$ cat config.mk
export PLATFORM = sky130hd
export DESIGN_NAME = at_response_parser
export DESIGN_NICKNAME = d
export VERILOG_FILES = /design/src/hw/rtl/atrp_pkg.sv /design/src/hw/rtl/at_response_parser.sv /design/src/hw/rtl/atrp_in_reg.sv /design/src/hw/rtl/atrp_fsm.sv
export VERILOG_INCLUDE_DIRS = /design/src /design/src/hw/rtl
export SDC_FILE = /design/constraint.sdc
export NUM_CORES = 1
export LEC_CHECK = 0
export ABC_AREA = 0
export BUFFER_PORTS_ARGS = -buffer_cell sky130_fd_sc_hd__buf_4
export CELL_PAD_IN_SITES_DETAIL_PLACEMENT = 0
export CELL_PAD_IN_SITES_GLOBAL_PLACEMENT = 1
export CORE_MARGIN = 4
export CORE_UTILIZATION = 27
export CTS_BUF_LIST = sky130_fd_sc_hd__clkbuf_16
export DETAILED_ROUTE_END_ITERATION = 10
export GPL_TIMING_DRIVEN = 0
export PLACE_DENSITY_LB_ADDON = 0.1
export RECOVER_POWER = 50
export SYNTH_ARGS = -nofsm -noshare
export SYNTH_HDL_FRONTEND = slang
export SYNTH_SLANG_ARGS = --single-unit
$ cat constraint.sdc
create_clock -name clk -period 3.26 [get_ports clk]
set_clock_uncertainty 0.2 [all_clocks]
set_input_delay 0.163 -clock clk [delete_from_list [all_inputs] [get_ports clk]]
set_output_delay 0.163 -clock clk [all_outputs]
set_load 0.03 [all_outputs]
$ cat src/hw/rtl/at_response_parser_macros.svh
// Assertion macros shared by the reply parser RTL.
// Needs clk and rst_n in the scope where a macro is used.
`ifndef AT_RESPONSE_PARSER_MACROS_SVH
`define AT_RESPONSE_PARSER_MACROS_SVH

// Same-cycle implication, sampled on the rising clock edge, off during reset.
`define ATRP_ASSERT_NOW(label, ante, cons, msg) \
    label: assert property (@(posedge clk) disable iff (!rst_n) (ante) |-> (cons)) \
        else $error(msg);

// Next-cycle implication, sampled on the rising clock edge, off during reset.
`define ATRP_ASSERT_NEXT(label, ante, cons, msg) \
    label: assert property (@(posedge clk) disable iff (!rst_n) (ante) |=> (cons)) \
        else $error(msg);

`endif

$ cat src/hw/rtl/atrp_pkg.sv
// Shared types, limits and codes of the AT reply parser.
// No dependencies; used by every RTL file of the block.
package atrp_pkg;

    // Limits of the reply text.
    localparam int MAX_LINES = 16;
    localparam int LINE_LEN  = 128;

    localparam int LINES_W = $clog2(MAX_LINES + 1);
    localparam int COL_W   = $clog2(LINE_LEN);

    typedef logic [LINES_W-1:0] lines_t;
    typedef logic [COL_W-1:0]   col_t;

    // Bytes of the reply grammar.
    localparam logic [7:0] CH_CR   = 8'h0D;
    localparam logic [7:0] CH_LF   = 8'h0A;
    localparam logic [7:0] CH_PLUS = 8'h2B;
    localparam logic [7:0] CH_O    = 8'h4F;
    localparam logic [7:0] CH_E    = 8'h45;
    localparam logic [7:0] CH_K    = 8'h4B;
    localparam logic [7:0] CH_R    = 8'h52;

    // Command kinds.
    localparam logic [1:0] CMD_OTHER = 2'd0;

    // Status codes.
    localparam logic [1:0] STAT_BUSY    = 2'd0;
    localparam logic [1:0] STAT_SUCCESS = 2'd1;
    localparam logic [1:0] STAT_ERROR   = 2'd2;

    typedef enum logic [4:0] {
        P_START   = 5'd0,
        P_LF1     = 5'd1,
        P_HEAD    = 5'd2,
        P_FIRST   = 5'd3,
        P_TEXT    = 5'd4,
        P_TLF     = 5'd5,
        P_NEXT    = 5'd6,
        P_ELF     = 5'd7,
        P_FINAL   = 5'd8,
        P_OK_K    = 5'd9,
        P_END_CR  = 5'd10,
        P_END_LF  = 5'd11,
        P_ER_R1   = 5'd12,
        P_ER_R2   = 5'd13,
        P_ER_O    = 5'd14,
        P_ER_R3   = 5'd15,
        P_SUCCESS = 5'd16,
        P_ERROR   = 5'd17
    } parser_state_t;

    // One received word.
    typedef struct packed {
        logic [7:0] rx_char;
        logic [1:0] command;
    } item_t;

    // One result word.
    typedef struct packed {
        logic [1:0] parse_status;
        logic       response_ok;
        logic [4:0] info_lines;
        logic       text_valid;
        logic [7:0] text_char;
        logic [3:0] text_line;
        logic [6:0] text_column;
        logic       line_done;
        logic       overflow;
    } result_t;

    function automatic logic [4:0] count_field(input lines_t v);
        logic [31:0] w;
        w = 32'(v);
        return w[4:0];
    endfunction

    function automatic logic [3:0] line_field(input lines_t v);
        logic [31:0] w;
        w = 32'(v);
        return w[3:0];
    endfunction

    function automatic logic [6:0] col_field(input col_t v);
        logic [31:0] w;
        w = 32'(v);
        return w[6:0];
    endfunction

endpackage

$ cat src/hw/rtl/at_response_parser.sv
// Top level of the AT reply parser: input register, grammar machine, result register.
// Depends on atrp_pkg, atrp_in_reg, atrp_fsm and at_response_parser_macros.svh.
//
//  channel | handshake            | payload
//  --------+----------------------+------------------------------------------------
//  in      | in_valid / in_ready  | rx_char, command
//  out     | out_valid / out_ready| parse_status, response_ok, info_lines,
//          |                      | text_valid, text_char, text_line, text_column,
//          |                      | line_done, overflow
//
// Each received word yields exactly one result word. A taken word waits in the input
// register, then passes the grammar machine into the result register, which offers it
// with out_valid. A new word is taken every cycle while the output does not stall.
// Reset returns the machine to the start of a reply with all counts cleared. A stalled
// output holds its word while one more word waits in the input register; only then
// does in_ready fall.
`include "at_response_parser_macros.svh"

module at_response_parser (
    input  logic       clk,
    input  logic       rst_n,
    input  logic       in_valid,
    output logic       in_ready,
    input  logic [7:0] rx_char,
    input  logic [1:0] command,
    output logic       out_valid,
    input  logic       out_ready,
    output logic [1:0] parse_status,
    output logic       response_ok,
    output logic [4:0] info_lines,
    output logic       text_valid,
    output logic [7:0] text_char,
    output logic [3:0] text_line,
    output logic [6:0] text_column,
    output logic       line_done,
    output logic       overflow
);

    atrp_pkg::item_t   in_item;
    atrp_pkg::item_t   held_item;
    logic              held_valid;
    logic              advance;
    atrp_pkg::result_t result;
    atrp_pkg::result_t result_reg;
    logic              out_valid_reg;
    logic              out_valid_next;

    assign in_item.rx_char = rx_char;
    assign in_item.command = command;

    // The held word moves into the result register whenever that register is
    // empty or is being emptied in this cycle.
    assign advance = held_valid && (!out_valid_reg || out_ready);

    atrp_in_reg u_in_reg (
        .clk        (clk),
        .rst_n      (rst_n),
        .in_valid   (in_valid),
        .in_ready   (in_ready),
        .in_item    (in_item),
        .take       (advance),
        .held_valid (held_valid),
        .held_item  (held_item)
    );

    atrp_fsm u_fsm (
        .clk    (clk),
        .rst_n  (rst_n),
        .step   (advance),
        .item   (held_item),
        .result (result)
    );

    assign out_valid_next = advance ? 1'b1 : (out_ready ? 1'b0 : out_valid_reg);

    always_ff @(posedge clk or negedge rst_n)
    begin
        if (!rst_n)
        begin
            out_valid_reg <= 1'b0;
        end
        else
        begin
            out_valid_reg <= out_valid_next;
        end
    end

    always_ff @(posedge clk)
    begin
        if (advance)
        begin
            result_reg <= result;
        end
    end

    assign out_valid    = out_valid_reg;
    assign parse_status = result_reg.parse_status;
    assign response_ok  = result_reg.response_ok;
    assign info_lines   = result_reg.info_lines;
    assign text_valid   = result_reg.text_valid;
    assign text_char    = result_reg.text_char;
    assign text_line    = result_reg.text_line;
    assign text_column  = result_reg.text_column;
    assign line_done    = result_reg.line_done;
    assign overflow     = result_reg.overflow;

    // A byte is either kept as text or dropped at a limit, never both.
    `ATRP_ASSERT_NOW(a_text_or_drop, out_valid, !(text_valid && overflow),
                     "text byte both kept and dropped")

    // Text right after a line break starts a fresh line at column zero.
    `ATRP_ASSERT_NOW(a_new_line_col, out_valid && line_done && text_valid,
                     text_column == 7'd0, "new line text not at column zero")

    // A word waiting in the input register is not lost while the output stalls.
    `ATRP_ASSERT_NEXT(a_held_kept, held_valid && !advance, held_valid, "waiting input word lost")

endmodule

$ cat src/hw/rtl/atrp_in_reg.sv
// Input register of the AT reply parser: holds one received word.
// Depends on atrp_pkg.
module atrp_in_reg (
    input  logic           clk,
    input  logic           rst_n,
    input  logic           in_valid,
    output logic           in_ready,
    input  atrp_pkg::item_t in_item,
    input  logic           take,
    output logic           held_valid,
    output atrp_pkg::item_t held_item
);

    logic            valid_reg;
    logic            valid_next;
    atrp_pkg::item_t item_reg;

    // The register refills in the same cycle that its word moves on.
    assign in_ready   = !valid_reg || take;
    assign valid_next = (in_valid && in_ready) ? 1'b1 : (take ? 1'b0 : valid_reg);

    always_ff @(posedge clk or negedge rst_n)
    begin
        if (!rst_n)
        begin
            valid_reg <= 1'b0;
        end
        else
        begin
            valid_reg <= valid_next;
        end
    end

    always_ff @(posedge clk)
    begin
        if (in_valid && in_ready)
        begin
            item_reg <= in_item;
        end
    end

    assign held_valid = valid_reg;
    assign held_item  = item_reg;

endmodule

$ cat src/hw/rtl/atrp_fsm.sv
// Reply grammar state machine with line and column counters.
// Depends on atrp_pkg. Updates its state only when step is high.
module atrp_fsm (
    input  logic              clk,
    input  logic              rst_n,
    input  logic              step,
    input  atrp_pkg::item_t   item,
    output atrp_pkg::result_t result
);

    atrp_pkg::parser_state_t state_reg;
    atrp_pkg::parser_state_t state_next;
    atrp_pkg::parser_state_t cur;
    atrp_pkg::lines_t        lines_reg;
    atrp_pkg::lines_t        lines_next;
    atrp_pkg::col_t          col_reg;
    atrp_pkg::col_t          col_next;
    logic                    ok_reg;
    logic                    ok_next;

    logic [7:0] c;
    logic       ident;
    logic       emit_req;
    logic       at_limit;
    logic       done;
    atrp_pkg::lines_t lines_base;
    atrp_pkg::col_t   col_base;

    assign c     = item.rx_char;
    assign ident = (item.command != atrp_pkg::CMD_OTHER);

    // A finished reply restarts the grammar on the next word.
    assign cur = (state_reg == atrp_pkg::P_SUCCESS || state_reg == atrp_pkg::P_ERROR)
                 ? atrp_pkg::P_START : state_reg;

    always_comb
    begin
        unique case (cur)
            atrp_pkg::P_START:
                state_next = (c == atrp_pkg::CH_CR) ? atrp_pkg::P_LF1 : atrp_pkg::P_ERROR;
            atrp_pkg::P_LF1:
                state_next = (c == atrp_pkg::CH_LF) ? atrp_pkg::P_HEAD : atrp_pkg::P_ERROR;
            atrp_pkg::P_HEAD:
            begin
                if (c == atrp_pkg::CH_PLUS || ident)
                    state_next = atrp_pkg::P_FIRST;
                else if (c == atrp_pkg::CH_O)
                    state_next = atrp_pkg::P_OK_K;
                else if (c == atrp_pkg::CH_E)
                    state_next = atrp_pkg::P_ER_R1;
                else
                    state_next = atrp_pkg::P_ERROR;
            end
            atrp_pkg::P_FIRST:
                state_next = (c == atrp_pkg::CH_CR || c == atrp_pkg::CH_LF)
                             ? atrp_pkg::P_ERROR : atrp_pkg::P_TEXT;
            atrp_pkg::P_TEXT:
            begin
                if (c == atrp_pkg::CH_CR)
                    state_next = atrp_pkg::P_TLF;
                else if (c == atrp_pkg::CH_LF)
                    state_next = atrp_pkg::P_ERROR;
                else
                    state_next = atrp_pkg::P_TEXT;
            end
            atrp_pkg::P_TLF:
                state_next = (c == atrp_pkg::CH_LF) ? atrp_pkg::P_NEXT : atrp_pkg::P_ERROR;
            atrp_pkg::P_NEXT:
            begin
                if (c == atrp_pkg::CH_CR)
                    state_next = atrp_pkg::P_ELF;
                else if (c == atrp_pkg::CH_PLUS)
                    state_next = atrp_pkg::P_FIRST;
                else
                    state_next = atrp_pkg::P_ERROR;
            end
            atrp_pkg::P_ELF:
                state_next = (c == atrp_pkg::CH_LF) ? atrp_pkg::P_FINAL : atrp_pkg::P_ERROR;
            atrp_pkg::P_FINAL:
            begin
                if (c == atrp_pkg::CH_O)
                    state_next = atrp_pkg::P_OK_K;
                else if (c == atrp_pkg::CH_E)
                    state_next = atrp_pkg::P_ER_R1;
                else
                    state_next = atrp_pkg::P_ERROR;
            end
            atrp_pkg::P_OK_K:
                state_next = (c == atrp_pkg::CH_K) ? atrp_pkg::P_END_CR : atrp_pkg::P_ERROR;
            atrp_pkg::P_END_CR:
                state_next = (c == atrp_pkg::CH_CR) ? atrp_pkg::P_END_LF : atrp_pkg::P_ERROR;
            atrp_pkg::P_END_LF:
                state_next = (c == atrp_pkg::CH_LF) ? atrp_pkg::P_SUCCESS : atrp_pkg::P_ERROR;
            atrp_pkg::P_ER_R1:
                state_next = (c == atrp_pkg::CH_R) ? atrp_pkg::P_ER_R2 : atrp_pkg::P_ERROR;
            atrp_pkg::P_ER_R2:
                state_next = (c == atrp_pkg::CH_R) ? atrp_pkg::P_ER_O : atrp_pkg::P_ERROR;
            atrp_pkg::P_ER_O:
                state_next = (c == atrp_pkg::CH_O) ? atrp_pkg::P_ER_R3 : atrp_pkg::P_ERROR;
            atrp_pkg::P_ER_R3:
                state_next = (c == atrp_pkg::CH_R) ? atrp_pkg::P_END_CR : atrp_pkg::P_ERROR;
            default:
                state_next = atrp_pkg::P_ERROR;
        endcase
    end

    // Counters, flag and result word for the current byte.
    always_comb
    begin
        done       = (cur == atrp_pkg::P_NEXT);
        lines_base = lines_reg;
        col_base   = col_reg;
        ok_next    = ok_reg;
        emit_req   = 1'b0;

        if (cur == atrp_pkg::P_START)
        begin
            lines_base = '0;
            col_base   = '0;
            ok_next    = 1'b0;
        end
        if (done)
        begin
            if (lines_reg < atrp_pkg::LINES_W'(atrp_pkg::MAX_LINES))
                lines_base = lines_reg + atrp_pkg::LINES_W'(1);
            col_base = '0;
        end
        if (cur == atrp_pkg::P_OK_K)
            ok_next = 1'b1;
        if (cur == atrp_pkg::P_ER_R3)
            ok_next = 1'b0;

        case (cur)
            atrp_pkg::P_HEAD:  emit_req = (c == atrp_pkg::CH_PLUS) || ident;
            atrp_pkg::P_FIRST: emit_req = (c != atrp_pkg::CH_CR) && (c != atrp_pkg::CH_LF);
            atrp_pkg::P_TEXT:  emit_req = (c != atrp_pkg::CH_CR) && (c != atrp_pkg::CH_LF);
            atrp_pkg::P_NEXT:  emit_req = (c == atrp_pkg::CH_PLUS);
            default:           emit_req = 1'b0;
        endcase

        at_limit = (lines_base >= atrp_pkg::LINES_W'(atrp_pkg::MAX_LINES))
                   || (col_base >= atrp_pkg::COL_W'(atrp_pkg::LINE_LEN - 1));

        lines_next = lines_base;
        col_next   = (emit_req && !at_limit) ? col_base + atrp_pkg::COL_W'(1) : col_base;

        if (state_next == atrp_pkg::P_SUCCESS)
            result.parse_status = atrp_pkg::STAT_SUCCESS;
        else if (state_next == atrp_pkg::P_ERROR)
            result.parse_status = atrp_pkg::STAT_ERROR;
        else
            result.parse_status = atrp_pkg::STAT_BUSY;
        result.response_ok = ok_next;
        result.info_lines  = atrp_pkg::count_field(lines_base);
        result.text_valid  = emit_req && !at_limit;
        result.text_char   = result.text_valid ? c : 8'd0;
        result.text_line   = result.text_valid ? atrp_pkg::line_field(lines_base) : 4'd0;
        result.text_column = result.text_valid ? atrp_pkg::col_field(col_base) : 7'd0;
        result.line_done   = done;
        result.overflow    = emit_req && at_limit;
    end

    always_ff @(posedge clk or negedge rst_n)
    begin
        if (!rst_n)
        begin
            state_reg <= atrp_pkg::P_START;
            lines_reg <= '0;
            col_reg   <= '0;
            ok_reg    <= 1'b0;
        end
        else if (step)
        begin
            state_reg <= state_next;
            lines_reg <= lines_next;
            col_reg   <= col_next;
            ok_reg    <= ok_next;
        end
    end

endmodule
==> results of run 1 <==
[metrics by stage]
step           cells  cell area, um^2  worst slack [ns]  setup TNS [ns]  total power, uW
2_1_floorplan    303             3150           0.00633               0             1390
3_3_place_gp     491             3660            -0.577          -13.17             1620
3_5_place_dp     492             3690            -0.601          -13.12             1610
4_1_cts          524             4210          0.000987               0             2640
5_1_grt          531             4160           0.00342               0             2700
6_report         531             4160             0.114               0             2560
[final timing paths]
kind / cells after the start / slack [ns] / end
min in group asynchronous: 2 / 0.44 / u_fsm.lines_reg[2]
worst max-delay path: 13 / 0.11 / u_fsm.col_reg[4]
worst min register to register: 1 / 0.28 / out_valid
worst max register to register: 13 / 0.11 / u_fsm.col_reg[4]
worst min-delay path: 1 / 0.28 / out_valid
max in group asynchronous: 2 / 1.67 / u_fsm.state_reg[1]
[cells by family after synthesis]
logic type,count (synthesis),synth area share
AOI/OAI and AO/OA,65,0.139
and+or+nand+nor,146,0.267
DFF,60,0.542
muxes,1,0.00359
buffers and inverters,29,0.0410
adders and majority gates,2,0.00797
[power by group]
group	switching [uW]	internal [uW]	total [uW]	leakage (uW)
Combinational	411	263	674	0.000772
Sequential	53.9	904	957	0.000655
Clock	344	580	924	0.000135
Total	808	1750	2560	0.00156
[synth_stat cells, drive strengths merged (2+ instances only)]
cell / n / area [um^2]
a211o: 2 / 17.5
a211oi: 4 / 30.0
a21boi: 3 / 22.5
a21oi: 10 / 50.1
a31oi: 8 / 50.1
and2: 15 / 95.1
and3: 8 / 50.1
and4: 3 / 26.3
buf: 6 / 42.5
clkbuf: 12 / 45.0
dfrtp: 20 / 500
edfxtp: 40 / 1200
ha: 2 / 25.0
inv: 11 / 41.3
nand2: 26 / 97.6
nand2b: 7 / 43.8
nand3: 11 / 55.1
nand3b: 5 / 37.5
nand4: 4 / 25.0
nor2: 20 / 75.1
nor2b: 7 / 43.8
nor3: 9 / 45.0
nor3b: 5 / 37.5
nor4: 5 / 31.3
nor4b: 3 / 26.3
o211a: 2 / 20.0
o21ai: 20 / 104
o32a: 3 / 30.0
or2: 4 / 25.0
or3: 2 / 13.8
or3b: 4 / 40.0
or4: 4 / 31.3
[layout make-up]
cell class | instances | area share
clock inverters | 7 | 0.0144
plain buffers | 17 | 0.0304
flip-flops and latches | 60 | 0.409
inverters | 11 | 0.00992
well taps | 143 | 0.0430
clock buffers | 9 | 0.0541
multi-input cells | 214 | 0.329
repair buffers | 70 | 0.111
[critical path, delay by kind of cell, from the launching register on]
kind / cells / cell delay, ns
compound gates: 3 / 0.59
fa+ha+maj: 1 / 0.16
buf+inv: 3 / 0.39
flops: 1 / 0.37
simple gates: 6 / 1.32
[layer usage]
metal | global-route usage | vias to the layer above | share of wire
met1 | 0.166 | 1245 | 0.45
li1 | - | 1295 | -
met3 | 0.0282 | 10 | 0.041
met2 | 0.224 | 55 | 0.50
met4 | 0.0565 | 0 | 0.015
met5 | 0 | - | 0
[timing repair]
action / CTS / global route
resized for setup: 21 / 6
buffers inserted: 3 / 7
setup endpoints to repair: 27 / 13
hold buffers: 14 / 0
endpoints found under the hold margin: 32 / 0
pin swaps: 3 / 7
==> impl_metrics.json, run 1 <==
{
  "design.portCount": 46,
  "routed_vias": 2605,
  "row_count": 39,
  "setup.worst_path.end_class": "register",
  "synth.avg_cell_area_um2": 10.4,
  "clock_tree_from_tritoncts": "done",
  "synth-edff-count": 40,
  "async_flop_share": 0.333,
  "hold_class": "register to register",
  "holdWs_ns": 0.284,
  "ys_seq_area_frac": 0.542,
  "floorplan.die_area_um2": 13400,
  "average_detailed_routed_wire_length_per_instance_um": 15.9,
  "clock.fmax_mhz": 318,
  "final_wirelength_um": 8420,
  "worst-slew-pin-transition_ns": 1.27,
  "final-setup-viol-count": 0,
  "first_pass_grt_wire_length_um": 13600,
  "start_kind": "register",
  "post_synth_inst_count": 303,
  "grt.total_usage": 0.133,
  "total_area_of_multi_input_combinational_cells_um2": 1370,
  "leakage_uw": 0.00156,
  "final.period_utilization": 0.965,
  "vertical_die_dimension_um": 116,
  "timing_hold_violations_final": 0,
  "grt_antenna_before_repair": 0,
  "min-delay-start": "u_in_reg.held_valid",
  "share_of_the_core_filled_with_cells_in_the_final_layout": 0.364,
  "clock-sinks": 60,
  "area.sequential_um2": 1700,
  "largest_register_ffs": 10,
  "irDropWorstVdd_uv": 215,
  "mostFrequentLayoutCell": "sky130_fd_sc_hd__clkbuf_1",
  "gpl.final_weighted_congestion": 0.824,
  "relSlewSlack": 0.156,
  "area_growth_syn_to_layout_pct": 32.5,
  "routed_via_density": 4.91,
  "root_buffer": "sky130_fd_sc_hd__clkbuf_16",
  "floorplan.initialDensity": 0.275,
  "clock_latency_at_the_later_pin_of_the_worst_skew_pair_ns": 0.33,
  "n_fill_cell": 1201,
  "cell_at_the_slowest_stage_of_the_critical_path": "sky130_fd_sc_hd__or3b_4",
  "final_max_slew_viol_count": 0,
  "cp_slowest_stage_delay_ns": 0.40,
  "layout.nets": 399,
  "grt_start_max_net_pins": 26,
  "area_of_the_core_region_um2": 11400,
  "outcome": "finished, final reports clean",
  "crit_fanout": 5,
  "htree_levels": 3,
  "cp_cell_sequence": "buf_6 > or2_4 > nor3_4 > nor2_2 > buf_6 > and2_4 > ha_4 > o21ai_2 > or4_4 > or3b_4 > buf_8 > o211a_1 > a211o_1",
  "n_antenna_cell": 0,
  "via_count_of_the_first_global_routing_pass": 2563,
  "fraction_of_final_layout_cells_sized_beyond_drive_strength_1": 0.173,
  "crit_start": "u_fsm.state_reg[2]",
  "synthesis.nets": 319,
  "worst-setup-path-type": "register to register",
  "crit_required_ns": 3.27,
  "drcViolationCount": 0,
  "global_route.overflow_total": 0,
  "yosys.cell_types.count": 56,
  "mappedNetlistArea_um2": 3140,
  "antenna_nets_post_route": 0,
  "synth_warnings": 0,
  "clk_path_buf_depth": 2,
  "cpMostUsedCell": "sky130_fd_sc_hd__buf_6",
  "yosys_most_used_dff": "sky130_fd_sc_hd__edfxtp_1",
  "max-cap-violations": 0,
  "rsz0062_at_grt": "false",
  "numCtsBuffers": 9,
  "layout.cells.most_common_list": "sky130_fd_sc_hd__clkbuf_1, sky130_fd_sc_hd__edfxtp_1, sky130_fd_sc_hd__nand2_1, sky130_fd_sc_hd__dfrtp_1, sky130_fd_sc_hd__nor2_1",
  "drt_pass1_iterations": 4,
  "synth-seq-cells": 60,
  "port_buffers": 45,
  "worst_ep_arrival_time_ns": 3.16,
  "clk_pin_slew_ns": 0.05,
  "die_w_um": 116,
  "power.density_cell_area_nw_per_um2": 614,
  "dp_hpwl_um": 6070,
  "crit-reg2reg-launch": "u_fsm.state_reg[2]",
  "initial_drt_markers": 132,
  "timing.final.crit_period_ns": 3.15
}
Note: power is estimated with default switching activity, not from simulation.
==> inputs of run 2 (changes only) <==
- CTS_BUF_LIST: sky130_fd_sc_hd__clkbuf_16 -> sky130_fd_sc_hd__clkbuf_2
- PLACE_DENSITY: unset -> 0.63
- PLACE_DENSITY_LB_ADDON: 0.1 -> unset
==> run 2 against run 1 <==
Against the previous run:
- combinational power up 3.6%
- sequential cell count is the same
- clock power fell by 49%
- register-to-register slack hardly changed
- first-iteration DRC count down 7.6%
- via count is 2.8% higher
- power is 17% lower
- clock-buffer cell count up 2
- cell count decreased by 0.75%
- fmax shrank 0.42%
- global-route usage decreased by 0.66 points
- largest power group unchanged
- non-clock buffer count shrank 4
==> impl_metrics.json, run 2 (synthesis gave the netlist of run 1 again) <==
{
  "cp_slowest_stage_delay_ns": 0.40,
  "layout.cells.most_common_list": "sky130_fd_sc_hd__clkbuf_1, sky130_fd_sc_hd__edfxtp_1, sky130_fd_sc_hd__nand2_1, sky130_fd_sc_hd__dfrtp_1, sky130_fd_sc_hd__nor2_1",
  "grt_start_max_net_pins": 24,
  "mostFrequentLayoutCell": "sky130_fd_sc_hd__clkbuf_1",
  "row_count": 39,
  "floorplan.die_area_um2": 13400,
  "cp_cell_sequence": "buf_6 > or2_4 > a211oi_4 > nor2_2 > buf_6 > and2_4 > ha_4 > o21ai_2 > or4_4 > or3b_4 > buf_6 > o211a_1 > a211o_1",
  "area_of_the_core_region_um2": 11400,
  "holdWs_ns": 0.185,
  "worst-setup-path-type": "register to register",
  "fraction_of_final_layout_cells_sized_beyond_drive_strength_1": 0.174,
  "clock_latency_at_the_later_pin_of_the_worst_skew_pair_ns": 0.49,
  "root_buffer": "sky130_fd_sc_hd__clkbuf_2",
  "irDropWorstVdd_uv": 214,
  "worst-slew-pin-transition_ns": 1.12,
  "place_inst": 492,
  "timing.final.crit_period_ns": 3.16,
  "leakage_uw": 0.00148,
  "worst_ep_arrival_time_ns": 3.37,
  "dp_worst_setup_slack_ns": -0.517,
  "clock.fmax_mhz": 317,
  "global_route.overflow_total": 0,
  "antenna_nets_post_route": 0,
  "setup.worst_path.end_class": "register",
  "final_max_slew_viol_count": 0,
  "timing_hold_violations_final": 0,
  "port_buffers": 45,
  "floorplan.initialDensity": 0.275,
  "vertical_die_dimension_um": 116,
  "layout.nets": 395,
  "clock-sinks": 60,
  "clk_path_buf_depth": 2,
  "via_count_of_the_first_global_routing_pass": 2605,
  "max-cap-violations": 0,
  "dp_hpwl_um": 5860,
  "cpMostUsedCell": "sky130_fd_sc_hd__buf_6",
  "start_kind": "register",
  "n_antenna_cell": 0,
  "htree_levels": 3,
  "gpl.final_weighted_congestion": 0.849,
  "numCtsBuffers": 9,
  "hold_class": "input port to register",
  "clock_tree_from_tritoncts": "done",
  "rsz0062_at_grt": "false",
  "final.period_utilization": 0.969,
  "number_of_standard_cells_in_the_final_layout_excluding_fillers": 527,
  "final-setup-viol-count": 0,
  "design.portCount": 46,
  "clk_pin_slew_ns": 0.18,
  "drt_pass1_iterations": 4,
  "relSlewSlack": 0.254,
  "crit_required_ns": 3.47,
  "routed_via_density": 5.08,
  "die_w_um": 116,
  "drcViolationCount": 0,
  "postLayoutSetupSlackWorst_ns": 0.101,
  "average_detailed_routed_wire_length_per_instance_um": 15.6,
  "power.density_cell_area_nw_per_um2": 540,
  "area.sequential_um2": 1700,
  "initial_drt_markers": 122,
  "cp_top_family": "simple AND/OR/NAND/NOR gates",
  "cell_at_the_slowest_stage_of_the_critical_path": "sky130_fd_sc_hd__dfrtp_1",
  "n_fill_cell": 1201,
  "grt.total_usage": 0.127,
  "largest_register_ffs": 10,
  "grt_antenna_before_repair": 0,
  "outcome": "finished, final reports clean",
  "total_area_of_multi_input_combinational_cells_um2": 1370,
  "crit_fanout": 10,
  "first_pass_grt_wire_length_um": 13300,
  "total_power_uw": 2130,
  "final_wirelength_um": 8210,
  "area_growth_syn_to_layout_pct": 25.5,
  "sum_neg_setup_slack_ns": 0,
  "routed_vias": 2679,
  "crit_buf_inv": 3
}
[run 2: cell types whose count changed in the layout (fill, tap and decap cells not counted)]
cell and delta:
sky130_fd_sc_hd__buf_8 -1, sky130_fd_sc_hd__buf_4 -2, sky130_fd_sc_hd__clkinv_1 -3, sky130_fd_sc_hd__clkbuf_8 -1, sky130_fd_sc_hd__clkbuf_16 -9, sky130_fd_sc_hd__buf_6 -1
sky130_fd_sc_hd__clkbuf_2 +11, sky130_fd_sc_hd__clkinv_2 +3, sky130_fd_sc_hd__clkbuf_4 +1, sky130_fd_sc_hd__clkinvlp_4 -1, sky130_fd_sc_hd__clkbuf_1 -1, sky130_fd_sc_hd__dlygate4sd3_1 +1
sky130_fd_sc_hd__inv_1 -1
[run 2: repair_timing]
| action | 4_1_cts | 5_1_grt |
|---|---|---|
| endpoints found under the setup margin | 27 | 19 |
| cloned | 0 | 0 |
| hold buffers | 15 | 0 |
| endpoints found under the hold margin | 32 | 0 |
| setup buffers | 4 | 1 |
| gates resized for setup | 18 | 5 |
| pin swaps | 3 | 3 |
[run 2: worst reg2reg max path: stages (launching register included)]
cell and delay, ns:
sky130_fd_sc_hd__dfrtp_1 0.40, sky130_fd_sc_hd__buf_6 0.14, sky130_fd_sc_hd__or2_4 0.28, sky130_fd_sc_hd__a211oi_4 0.24, sky130_fd_sc_hd__nor2_2 0.08, sky130_fd_sc_hd__buf_6 0.13, sky130_fd_sc_hd__and2_4 0.16, sky130_fd_sc_hd__ha_4 0.17
sky130_fd_sc_hd__o21ai_2 0.12, sky130_fd_sc_hd__or4_4 0.13, sky130_fd_sc_hd__or3b_4 0.39, sky130_fd_sc_hd__buf_6 0.15, sky130_fd_sc_hd__o211a_1 0.21, sky130_fd_sc_hd__a211o_1 0.27
[run 2: area by class of cell]
type | count | area share
Multi-Input combinational cell | 214 | 0.347
Inverter | 11 | 0.0105
Clock inverter | 5 | 0.0133
Tap cell | 143 | 0.0454
Sequential cell | 60 | 0.432
Timing Repair Buffer | 66 | 0.111
Clock buffer | 11 | 0.0140
Buffer | 17 | 0.0276
[run 2: worst paths after layout]
kind,start,endpoint,slack [ns],cells past startpoint
min in group asynchronous,rst_n,u_fsm.col_reg[5],0.72,3
worst min-delay path,rx_char[1],u_in_reg.held_item[3],0.19,2
worst max register to register,u_fsm.state_reg[2],u_fsm.col_reg[3],0.10,13
max in group asynchronous,rst_n,u_fsm.state_reg[1],1.52,3
worst max-delay path,u_fsm.state_reg[2],u_fsm.col_reg[3],0.10,13
worst min register to register,u_in_reg.held_valid,out_valid,0.32,1
[run 2: through the flow]
| step | area, um^2 | utilization |
|---|---|---|
| after floorplan | 3150 | - |
| after global placement | 3660 | 0.321 |
| after detailed placement | 3690 | 0.323 |
| after CTS | 4040 | 0.354 |
| after global routing | 3940 | 0.345 |
| final | 3940 | 0.345 |
[run 2: where the power goes]
| part | internal (uW) | total (uW) | switching, uW | leakage (uW) |
|---|---|---|---|---|
| Sequential | 903 | 957 | 53.6 | 0.000655 |
| Clock | 180 | 472 | 293 | 0.0000717 |
| Combinational | 266 | 698 | 433 | 0.000749 |
| Total | 1350 | 2130 | 779 | 0.00148 |
[run 2: routing by layer]
metal  vias to the layer above  track usage  part of all wire
met5                         -            0                 0
met4                         0       0.0510             0.025
met3                        16       0.0329             0.059
met2                        77        0.215              0.48
met1                      1297        0.154              0.44
li1                       1289            -                 -
